**config.mk**
```make
export PLATFORM = sky130hd
export DESIGN_NAME = msc_seq
export DESIGN_NICKNAME = d
export VERILOG_FILES = /design/src/rtl/core/msc_pkg.sv /design/src/rtl/core/msc_seq.sv
export SDC_FILE = /design/constraint.sdc
export NUM_CORES = 1
export LEC_CHECK = 0
export CAP_MARGIN = 40
export CORE_MARGIN = 2
export CORE_UTILIZATION = 61
export CTS_BUF_LIST = sky130_fd_sc_hd__clkbuf_4
export CTS_CLUSTER_SIZE = 8
export DETAILED_ROUTE_END_ITERATION = 10
export DONT_BUFFER_PORTS = 1
export PLACE_DENSITY = 0.77
export REMOVE_ABC_BUFFERS = 1
export SLEW_MARGIN = 20
export SYNTH_ARGS = -nofsm -noshare
export SYNTH_HDL_FRONTEND = slang
export SYNTH_SLANG_ARGS = --single-unit
```
**constraint.sdc**
```tcl
create_clock -name clk -period 4.7 [get_ports clk]
set_input_delay 0.94 -clock clk [delete_from_list [all_inputs] [get_ports clk]]
set_output_delay 0.94 -clock clk [all_outputs]
set_load 0.1 [all_outputs]
```
**src/rtl/core/msc_pkg.sv**
```systemverilog
// Shared types and constants for the microstep sine/cosine sequencer.
// Holds the transaction structs, opcode and register index codes and defaults.
// No dependencies; the top level, msc_seq and the testbench import this package.
package msc_pkg;

  // Default sizing, handed to the top-level parameters.
  localparam int TABLE_DEPTH_DEF = 1024;
  localparam int LEVEL_WIDTH_DEF = 16;

  // Configuration port layout.
  localparam int CFG_INDEX_W = 2;
  localparam int CFG_DATA_W  = 16;

  typedef logic [CFG_INDEX_W-1:0] cfg_index_t;

  localparam cfg_index_t CFG_POINTS    = 2'd0;
  localparam cfg_index_t CFG_IDLE_SINE = 2'd1;
  localparam cfg_index_t CFG_IDLE_COS  = 2'd2;

  // Points register: width, reset value and lower clamp.
  localparam int          POINTS_W     = 11;
  localparam logic [10:0] POINTS_RESET = 11'd10;
  localparam logic [10:0] MIN_POINTS   = 11'd10;

  // Opcodes of an input transaction; code 3 is ignored.
  typedef logic [1:0] opcode_t;

  localparam opcode_t OP_TICK  = 2'd0;
  localparam opcode_t OP_SET   = 2'd1;
  localparam opcode_t OP_WRITE = 2'd2;

  // Input transaction.
  typedef struct packed {
    opcode_t            opcode;
    logic signed [31:0] step_count;
    logic        [9:0]  entry_index;
    logic signed [15:0] sine_entry;
    logic signed [15:0] cosine_entry;
  } in_item_t;

  // Result transaction.
  typedef struct packed {
    logic signed [15:0] sine_drive;
    logic signed [15:0] cosine_drive;
    logic signed [31:0] steps_remaining;
  } out_item_t;

  // Status from the step sequencer for the tick being accepted.
  typedef struct packed {
    logic               idle;
    logic signed [31:0] steps_after;
  } seq_info_t;

endpackage

```
**src/rtl/core/msc_seq.sv**
```systemverilog
// Step count and phase counter sequencer with table address generation.
// Depends on msc_pkg; instantiated by the sequencer top level.
module msc_seq
  import msc_pkg::*;
#(
  parameter int TABLE_DEPTH = TABLE_DEPTH_DEF
) (
  input  logic                           clk,
  input  logic                           rst,
  input  logic                           tick,
  input  logic                           set,
  input  logic signed [31:0]             step_count,
  input  logic [POINTS_W-1:0]            points,
  output logic [$clog2(TABLE_DEPTH)-1:0] addr,
  output seq_info_t                      info
);

  localparam int AW = $clog2(TABLE_DEPTH);

  logic signed [31:0]  steps_left;
  logic signed [31:0]  steps_left_next;
  logic [POINTS_W-1:0] phase_counter;
  logic [POINTS_W-1:0] phase_counter_next;
  logic [POINTS_W-1:0] pts;
  logic [POINTS_W-1:0] pc_inc;
  logic [POINTS_W-1:0] idx;
  logic                wrap;
  logic signed [31:0]  steps_tick;

  // Clamp the points register to the usable table range.
  always_comb begin
    if (points < MIN_POINTS) begin
      pts = MIN_POINTS;
    end else if (32'(points) > TABLE_DEPTH) begin
      pts = POINTS_W'(TABLE_DEPTH);
    end else begin
      pts = points;
    end
  end

  // Advance the phase; reaching or passing the wrap point reads entry zero.
  always_comb begin
    pc_inc = phase_counter + POINTS_W'(1);
    wrap   = (pc_inc >= pts);
    if (wrap) begin
      idx = '0;
    end else if (steps_left > 0) begin
      idx = pc_inc;
    end else begin
      idx = pts - pc_inc;
    end
    addr = AW'(idx);
  end

  // Step count after a tick: moves one toward zero on a wrap.
  always_comb begin
    if (steps_left == 0 || !wrap) begin
      steps_tick = steps_left;
    end else if (steps_left > 0) begin
      steps_tick = steps_left - 32'sd1;
    end else begin
      steps_tick = steps_left + 32'sd1;
    end
    info.idle        = (steps_left == 0);
    info.steps_after = steps_tick;
  end

  // Next state of the counters.
  always_comb begin
    steps_left_next    = steps_left;
    phase_counter_next = phase_counter;
    if (set) begin
      steps_left_next = step_count;
    end else if (tick) begin
      steps_left_next = steps_tick;
      if (steps_left == 0 || wrap) begin
        phase_counter_next = '0;
      end else begin
        phase_counter_next = pc_inc;
      end
    end
  end

  always_ff @(posedge clk) begin
    if (rst) begin
      steps_left    <= '0;
      phase_counter <= '0;
    end else begin
      steps_left    <= steps_left_next;
      phase_counter <= phase_counter_next;
    end
  end

  // An idle tick keeps the count at zero and parks the phase.
  a_idle_tick: assert property (@(posedge clk) disable iff (rst)
    (tick && steps_left == 0) |=> (steps_left == 0 && phase_counter == '0))
    else $error("idle tick changed the step state");

  // A forward tick lowers the count by at most one.
  a_fwd_step: assert property (@(posedge clk) disable iff (rst)
    (tick && steps_left > 0) |=>
      (steps_left == $past(steps_left) || steps_left == $past(steps_left) - 32'sd1))
    else $error("forward tick moved the count by more than one");

  // After any tick the phase lies below the wrap point.
  a_phase_range: assert property (@(posedge clk) disable iff (rst)
    tick |=> (phase_counter < $past(pts)))
    else $error("phase counter past the wrap point");

endmodule

```
==> results of run 1 <==
routing by layer:
layer  overflow  global-route usage
met2          1               0.902
met5          0               0.179
met3          0               0.534
met4          2               0.668
met1          0               0.748
metrics by stage:
stage	std cells	hold WS (ps)
2_1_floorplan	671	480
3_3_place_gp	930	508
3_5_place_dp	930	523
4_1_cts	964	546
logic make-up after synthesis:
kind of cell	Yosys count	synth area share
and+or+nand+nor	254	0.237
xor gates and xnor gates	36	0.0624
muxes	16	0.0349
AOI/OAI and AO/OA	231	0.305
DFF	43	0.170
adders and majority gates	53	0.134
buffers and inverters	73	0.0570
what timing repair did:
| action | in CTS |
|---|---|
| pin swaps | 52 |
| setup endpoints to repair | 42 |
| cloned | 3 |
| gates resized for setup | 130 |
| buffers inserted | 23 |
==> results_tabular.tex, run 1 <==
\begin{tabular}{lr}
\hline
Metric & Value \\
\hline
\multicolumn{2}{l}{\textbf{Status}} \\
\quad Status & did not finish \\
\quad Terminating stage of the flow & global routing \\
\quad First reported error & [ERROR GRT-0116] Global routing finished with congestion. Check the congestion regions in the DRC Viewer. \\
\multicolumn{2}{l}{\textbf{Clock network}} \\
\quad CTS Buf Count & 5 \\
\quad Count of clock tree sinks & 43 \\
\quad Number of buffers between clock root and the deepest sink & 2 \\
\quad Count of hold-fix buffers inserted at cts & 0 \\
\quad Clock Root Buffer & sky130\_fd\_sc\_hd\_\_clkbuf\_4 \\
\quad Max H-tree Level & 2 \\
\multicolumn{2}{l}{\textbf{Global routing}} \\
\quad Vias in the first global route & 8,677 \\
\quad Global-route wire length before repair & 49.1 mm \\
\quad Overflow after GRT & 3 \\
\quad Pin count of the biggest net entering global routing & 32 \\
\quad Total Routing Usage GR & 0.719 \\
\multicolumn{2}{l}{\textbf{Synthesis}} \\
\quad Proportion of netlist area held by the largest area contributor & 0.170 \\
\quad Total standard cell area after synthesis & 0.00505 mm2 \\
\quad Post-synthesis area per instance & 7.16 um2 \\
\quad Cell taking the most area after synthesis & sky130\_fd\_sc\_hd\_\_dfxtp\_1 \\
\quad Number of synthesized flops with an enable pin & 0 \\
\quad Most numerous cell types in the synthesized netlist & sky130\_fd\_sc\_hd\_\_nand2\_1, sky130\_fd\_sc\_hd\_\_a21oi\_1, sky130\_fd\_sc\_hd\_\_nor2\_1 \\
\quad Leading cell type by number of instances after synthesis & sky130\_fd\_sc\_hd\_\_nand2\_1 \\
\quad Proportion of synthesized flip-flops having asynchronous set or reset & 0 \\
\quad Number of warnings printed during yosys synthesis & 0 \\
\quad Post-synthesis sequential element count & 43 \\
\quad Sequential share of the synthesized area & 0.170 \\
\quad Primary FF master, synth & sky130\_fd\_sc\_hd\_\_dfxtp\_1 \\
\quad Mapped Cells & 706 \\
\quad Number of different library cells in the post-synthesis netlist & 66 \\
\quad Top cells by area, synth & sky130\_fd\_sc\_hd\_\_dfxtp\_1, sky130\_fd\_sc\_hd\_\_ha\_1, sky130\_fd\_sc\_hd\_\_nand2\_1, sky130\_fd\_sc\_hd\_\_a21oi\_1, sky130\_fd\_sc\_hd\_\_o21ai\_0 \\
\multicolumn{2}{l}{\textbf{Placement}} \\
\quad Count of port buffers added during placement & 0 \\
\quad Final HPWL from detailed placement & 13.3 mm \\
\quad GP Congestion & 1.03 \\
\quad Placed cell area & 0.00691 mm2 \\
\quad Pre-CTS WS & -662 ps \\
\multicolumn{2}{l}{\textbf{Floorplanning}} \\
\quad Number of primary I/O pins & 90 \\
\quad Die Y-Extent & 95.0 um \\
\quad Starting Density & 0.621 \\
\quad Chip Width & 95.0 um \\
\quad Number of placement rows & 33 \\
\hline
\end{tabular}
==> run 2, diff against run 1 <==
Settings changed: CORE_UTILIZATION 61 to 40, CTS_BUF_LIST sky130_fd_sc_hd__clkbuf_4 to unset, CTS_CLUSTER_SIZE 8 to unset, PLACE_DENSITY 0.77 to unset, PLACE_DENSITY_LB_ADDON set to 0.15.
Clock period 4.7 ns to 6.1 ns, I/O delays scaled along.
==> results_tabular.tex, run 2 <==
\begin{tabular}{lr}
\hline
Metric & Value \\
\hline
\multicolumn{2}{l}{\textbf{Power}} \\
\quad Design internal power & 740 uW \\
\quad Power density of the placed cells & 226 mW/mm2 \\
\quad Part of the power in combinational logic & 0.582 \\
\quad Clock power frac & 0.195 \\
\quad Net switching power figure & 680 uW \\
\quad Leakage Power & 0.00278 uW \\
\quad Share of total power consumed by net switching & 0.479 \\
\quad Register share of total power & 0.223 \\
\quad Worst VDD drop & 0.120 mV \\
\multicolumn{2}{l}{\textbf{Status}} \\
\quad Status & complete, no violations \\
\multicolumn{2}{l}{\textbf{STA}} \\
\quad Max Fclk & 0.168 GHz \\
\quad Worst setup skew after layout & 8.25 ps \\
\quad Pins Over Slew Limit & 0 \\
\quad Final-report setup violation count & 0 \\
\quad Final count of hold timing violations & 0 \\
\quad Final worst-path cycle share & 0.973 \\
\quad Slew of the pin with the lowest slew margin & 738 ps \\
\quad RSZ-0062 raised after global routing & true \\
\quad Relative slew margins & 0.502 \\
\quad Worst hold slack after final layout & 520 ps \\
\quad Min cycle time layout & 5940 ps \\
\multicolumn{2}{l}{\textbf{Setup path}} \\
\quad Cell with the largest stage delay on the worst path & sky130\_fd\_sc\_hd\_\_ha\_1 \\
\quad Crit path largest cell delay & 580 ps \\
\quad Worst Setup SP & steps\_left[23]\$\_SDFFE\_PP0P\_ \\
\quad Type of the setup path with the least slack & flip-flop to primary output \\
\quad Worst Path Required & 4880 ps \\
\quad Kind of cell adding the most delay to the critical path & simple AND/OR/NAND/NOR gates \\
\quad Data arrival time of the worst path & 4720 ps \\
\quad Type of destination of the critical path & primary output \\
\quad Origin of the critical flop-to-flop path & steps\_left[23]\$\_SDFFE\_PP0P\_ \\
\quad CP Max Fanout & 18 \\
\quad Critical path buffers and inverters & 2 \\
\quad Crit path launch type & flip-flop \\
\quad Cell seen most often among critical-path stages & sky130\_fd\_sc\_hd\_\_nand4\_1 \\
\quad Ordered list of cells on the worst path & nor4\_1 -> nand4\_1 -> nor2\_2 -> or2\_2 -> clkinvlp\_4 -> ha\_1 -> nand4\_1 -> or3\_1 -> a21oi\_2 -> o21ai\_2 -> a2111oi\_2 -> o21ai\_0 -> a41o\_1 -> buf\_12 \\
\multicolumn{2}{l}{\textbf{Finish}} \\
\quad Top register by number of flip-flops & steps\_left \\
\quad Max reg flops & 32 \\
\quad Post-synthesis to final-layout area growth & 24.6\% \\
\quad Final std cells w/o fill & 906 \\
\quad Net total in the final layout & 833 \\
\quad Leading cell type in the layout, fill and taps excluded & sky130\_fd\_sc\_hd\_\_nand2\_1 \\
\quad Most frequent cells in the layout & sky130\_fd\_sc\_hd\_\_nand2\_1, sky130\_fd\_sc\_hd\_\_a21oi\_1, sky130\_fd\_sc\_hd\_\_nor2\_1 \\
\quad Biggest regs & steps\_left (32), phase\_counter (11) \\
\quad Area of the multi-input gates & 0.00406 mm2 \\
\quad Diodes inserted & 0 \\
\quad Proportion of layout cells with a drive suffix above 1 & 0.162 \\
\quad Sequential cell area & 861 um2 \\
\quad Final-layout fill cell count & 1,229 \\
\multicolumn{2}{l}{\textbf{Synthesis}} \\
\quad Post-synthesis sequential element count & 43 \\
\quad Cell taking the most area after synthesis & sky130\_fd\_sc\_hd\_\_dfxtp\_1 \\
\quad Most numerous cell types in the synthesized netlist & sky130\_fd\_sc\_hd\_\_nand2\_1, sky130\_fd\_sc\_hd\_\_a21oi\_1, sky130\_fd\_sc\_hd\_\_nor2\_1 \\
\quad Adder-cell area share of the yosys netlist & 0.134 \\
\quad Area share of and/or/nand/nor cells after synthesis & 0.237 \\
\quad Leading cell type by number of instances after synthesis & sky130\_fd\_sc\_hd\_\_nand2\_1 \\
\quad Main combinational cell family by area after synthesis & compound AO/OA/AOI/OAI gates \\
\quad Sequential share of the synthesized area & 0.170 \\
\quad Total standard cell area after synthesis & 0.00505 mm2 \\
\quad Proportion of synthesized flip-flops having asynchronous set or reset & 0 \\
\quad Top cells by area, synth & sky130\_fd\_sc\_hd\_\_dfxtp\_1, sky130\_fd\_sc\_hd\_\_ha\_1, sky130\_fd\_sc\_hd\_\_nand2\_1, sky130\_fd\_sc\_hd\_\_a21oi\_1, sky130\_fd\_sc\_hd\_\_o21ai\_0 \\
\quad Compound-cell area share of the yosys netlist & 0.305 \\
\quad Xor and xnor fraction of the mapped netlist area & 0.0624 \\
\quad Number of synthesized flops with an enable pin & 0 \\
\quad Number of different library cells in the post-synthesis netlist & 66 \\
\quad Multiplexer share of the synthesized area & 0.0349 \\
\quad Primary FF master, synth & sky130\_fd\_sc\_hd\_\_dfxtp\_1 \\
\quad Mapped Cells & 706 \\
\quad Post-synthesis area per instance & 7.16 um2 \\
\quad Proportion of netlist area held by the largest area contributor & 0.170 \\
\quad Number of warnings printed during yosys synthesis & 0 \\
\multicolumn{2}{l}{\textbf{Floorplanning}} \\
\quad Area enclosed by the die boundary & 0.0135 mm2 \\
\quad Number of primary I/O pins & 90 \\
\quad Die Y-Extent & 116 um \\
\quad Area of the placeable core & 0.0125 mm2 \\
\quad Number of placement rows & 41 \\
\quad Chip Width & 116 um \\
\quad Starting Density & 0.405 \\
\multicolumn{2}{l}{\textbf{Global routing}} \\
\quad Initial antenna violation count & 0 \\
\quad Total Routing Usage GR & 0.237 \\
\quad Global-route wire length before repair & 25.7 mm \\
\quad Overflow after GRT & 0 \\
\quad Pin count of the biggest net entering global routing & 39 \\
\quad Vias in the first global route & 5,226 \\
\multicolumn{2}{l}{\textbf{Clock network}} \\
\quad Clk Latency, worst-skew pair & 290 ps \\
\quad Clk slew on worst S/H paths & 70 ps \\
\quad Number of buffers between clock root and the deepest sink & 2 \\
\quad Clock Root Buffer & sky130\_fd\_sc\_hd\_\_clkbuf\_16 \\
\quad Max H-tree Level & 2 \\
\quad Count of hold-fix buffers inserted at cts & 0 \\
\quad CTS Buf Count & 5 \\
\quad CTS tree & built \\
\quad Count of clock tree sinks & 43 \\
\multicolumn{2}{l}{\textbf{Detailed routing}} \\
\quad Post-Route WL & 15.8 mm \\
\quad Antenna-violating nets left & 0 \\
\quad DR vias/cell & 5.87 \\
\quad Drc violations & 0 \\
\quad WL per Instance & 17.4 um \\
\quad Initial drt markers & 299 \\
\quad Total number of vias & 5,318 \\
\quad Drt first pass iters & 4 \\
\multicolumn{2}{l}{\textbf{Placement}} \\
\quad Final HPWL from detailed placement & 11.9 mm \\
\quad Count of port buffers added during placement & 0 \\
\quad GP Congestion & 0.973 \\
\quad Dpl cells & 898 \\
\multicolumn{2}{l}{\textbf{Hold path}} \\
\quad HP Class & flip-flop to flip-flop \\
\quad Hold path startpoint & steps\_left[4]\$\_SDFFE\_PP0P\_ \\
\multicolumn{2}{l}{\textbf{Run}} \\
\quad Number of maximum-capacitance constraint violations & 0 \\
\hline
\end{tabular}
[run 2: cell counts after synthesis]
No cell type changed its count.
[run 2: per-stage QoR]
stage / worst slack, ps / TNS, ps / util / cell area (um2) / total power (uW)
4_1_cts: 41.9 / 0 / 0.503 / 6270 / 1420
3_3_place_gp: 250 / 0 / 0.491 / 6120 / 1130
3_5_place_dp: 223 / 0 / 0.491 / 6130 / 1140
5_1_grt: -57.9 / -207 / 0.505 / 6300 / 1500
6_report: 163 / 0 / 0.505 / 6300 / 1420
2_1_floorplan: -2790 / -40310 / - / 4910 / 896
[run 2: final cells by class]
| type | count | area share |
|---|---|---|
| sequential | 43 | 0.137 |
| tap | 172 | 0.0342 |
| clock buffer | 5 | 0.0199 |
| multi-input combinational | 590 | 0.645 |
| timing repair buffer | 55 | 0.138 |
| inverter | 38 | 0.0232 |
| clock inverter | 3 | 0.00238 |
[run 2: worst paths after layout]
path                                 end  slack, ps  cells after the start
min           steps_left[4]$_SDFFE_PP0P_        520                      2
max reg2reg  steps_left[27]$_SDFFE_PP0P_       1730                     14
max                             info[26]        160                     14
min reg2reg   steps_left[4]$_SDFFE_PP0P_        520                      2
[run 2: worst register-to-register path, delay by kind of cell (launching register included)]
| family | cells | cell delay, ps |
|---|---|---|
| AOI/OAI and AO/OA | 5 | 1540 |
| adders and majority gates | 1 | 430 |
| buffers and inverters | 2 | 730 |
| DFF | 1 | 340 |
| and+or+nand+nor | 6 | 1210 |
[run 2: repair_timing]
| item | CTS | global route |
|---|---|---|
| gates resized for setup | 0 | 6 |
| endpoints found under the setup margin | 0 | 7 |
| buffers inserted | 0 | 0 |
[run 2: power groups by stage]
stage          registers [uW]  logic, uW  clock network (uW)
2_1_floorplan             316        580                   0
5_1_grt                   319        891                 294
3_3_place_gp              322        808                   0
3_5_place_dp              323        815                   0
4_1_cts                   317        821                 283
6_report                  317        827                 276
[run 2: kinds of logic after synthesis]
logic type	Yosys count
XOR/XNOR	36
AND/OR/NAND/NOR	254
flip-flops	43
multiplexers	16
adder cells (fa/ha/maj)	53
AO/OA/AOI/OAI	231
buffers and inverters	73
[run 2: routing by layer]
| metal | up-vias | GRT usage | part of all wire |
|---|---|---|---|
| met4 | 0 | 0.0714 | 0.021 |
| met3 | 29 | 0.0348 | 0.054 |
| li1 | 2644 | - | - |
| met1 | 2497 | 0.316 | 0.46 |
| met2 | 148 | 0.397 | 0.46 |
| met5 | - | 0 | 0 |
(Power assumes the default switching activity.)
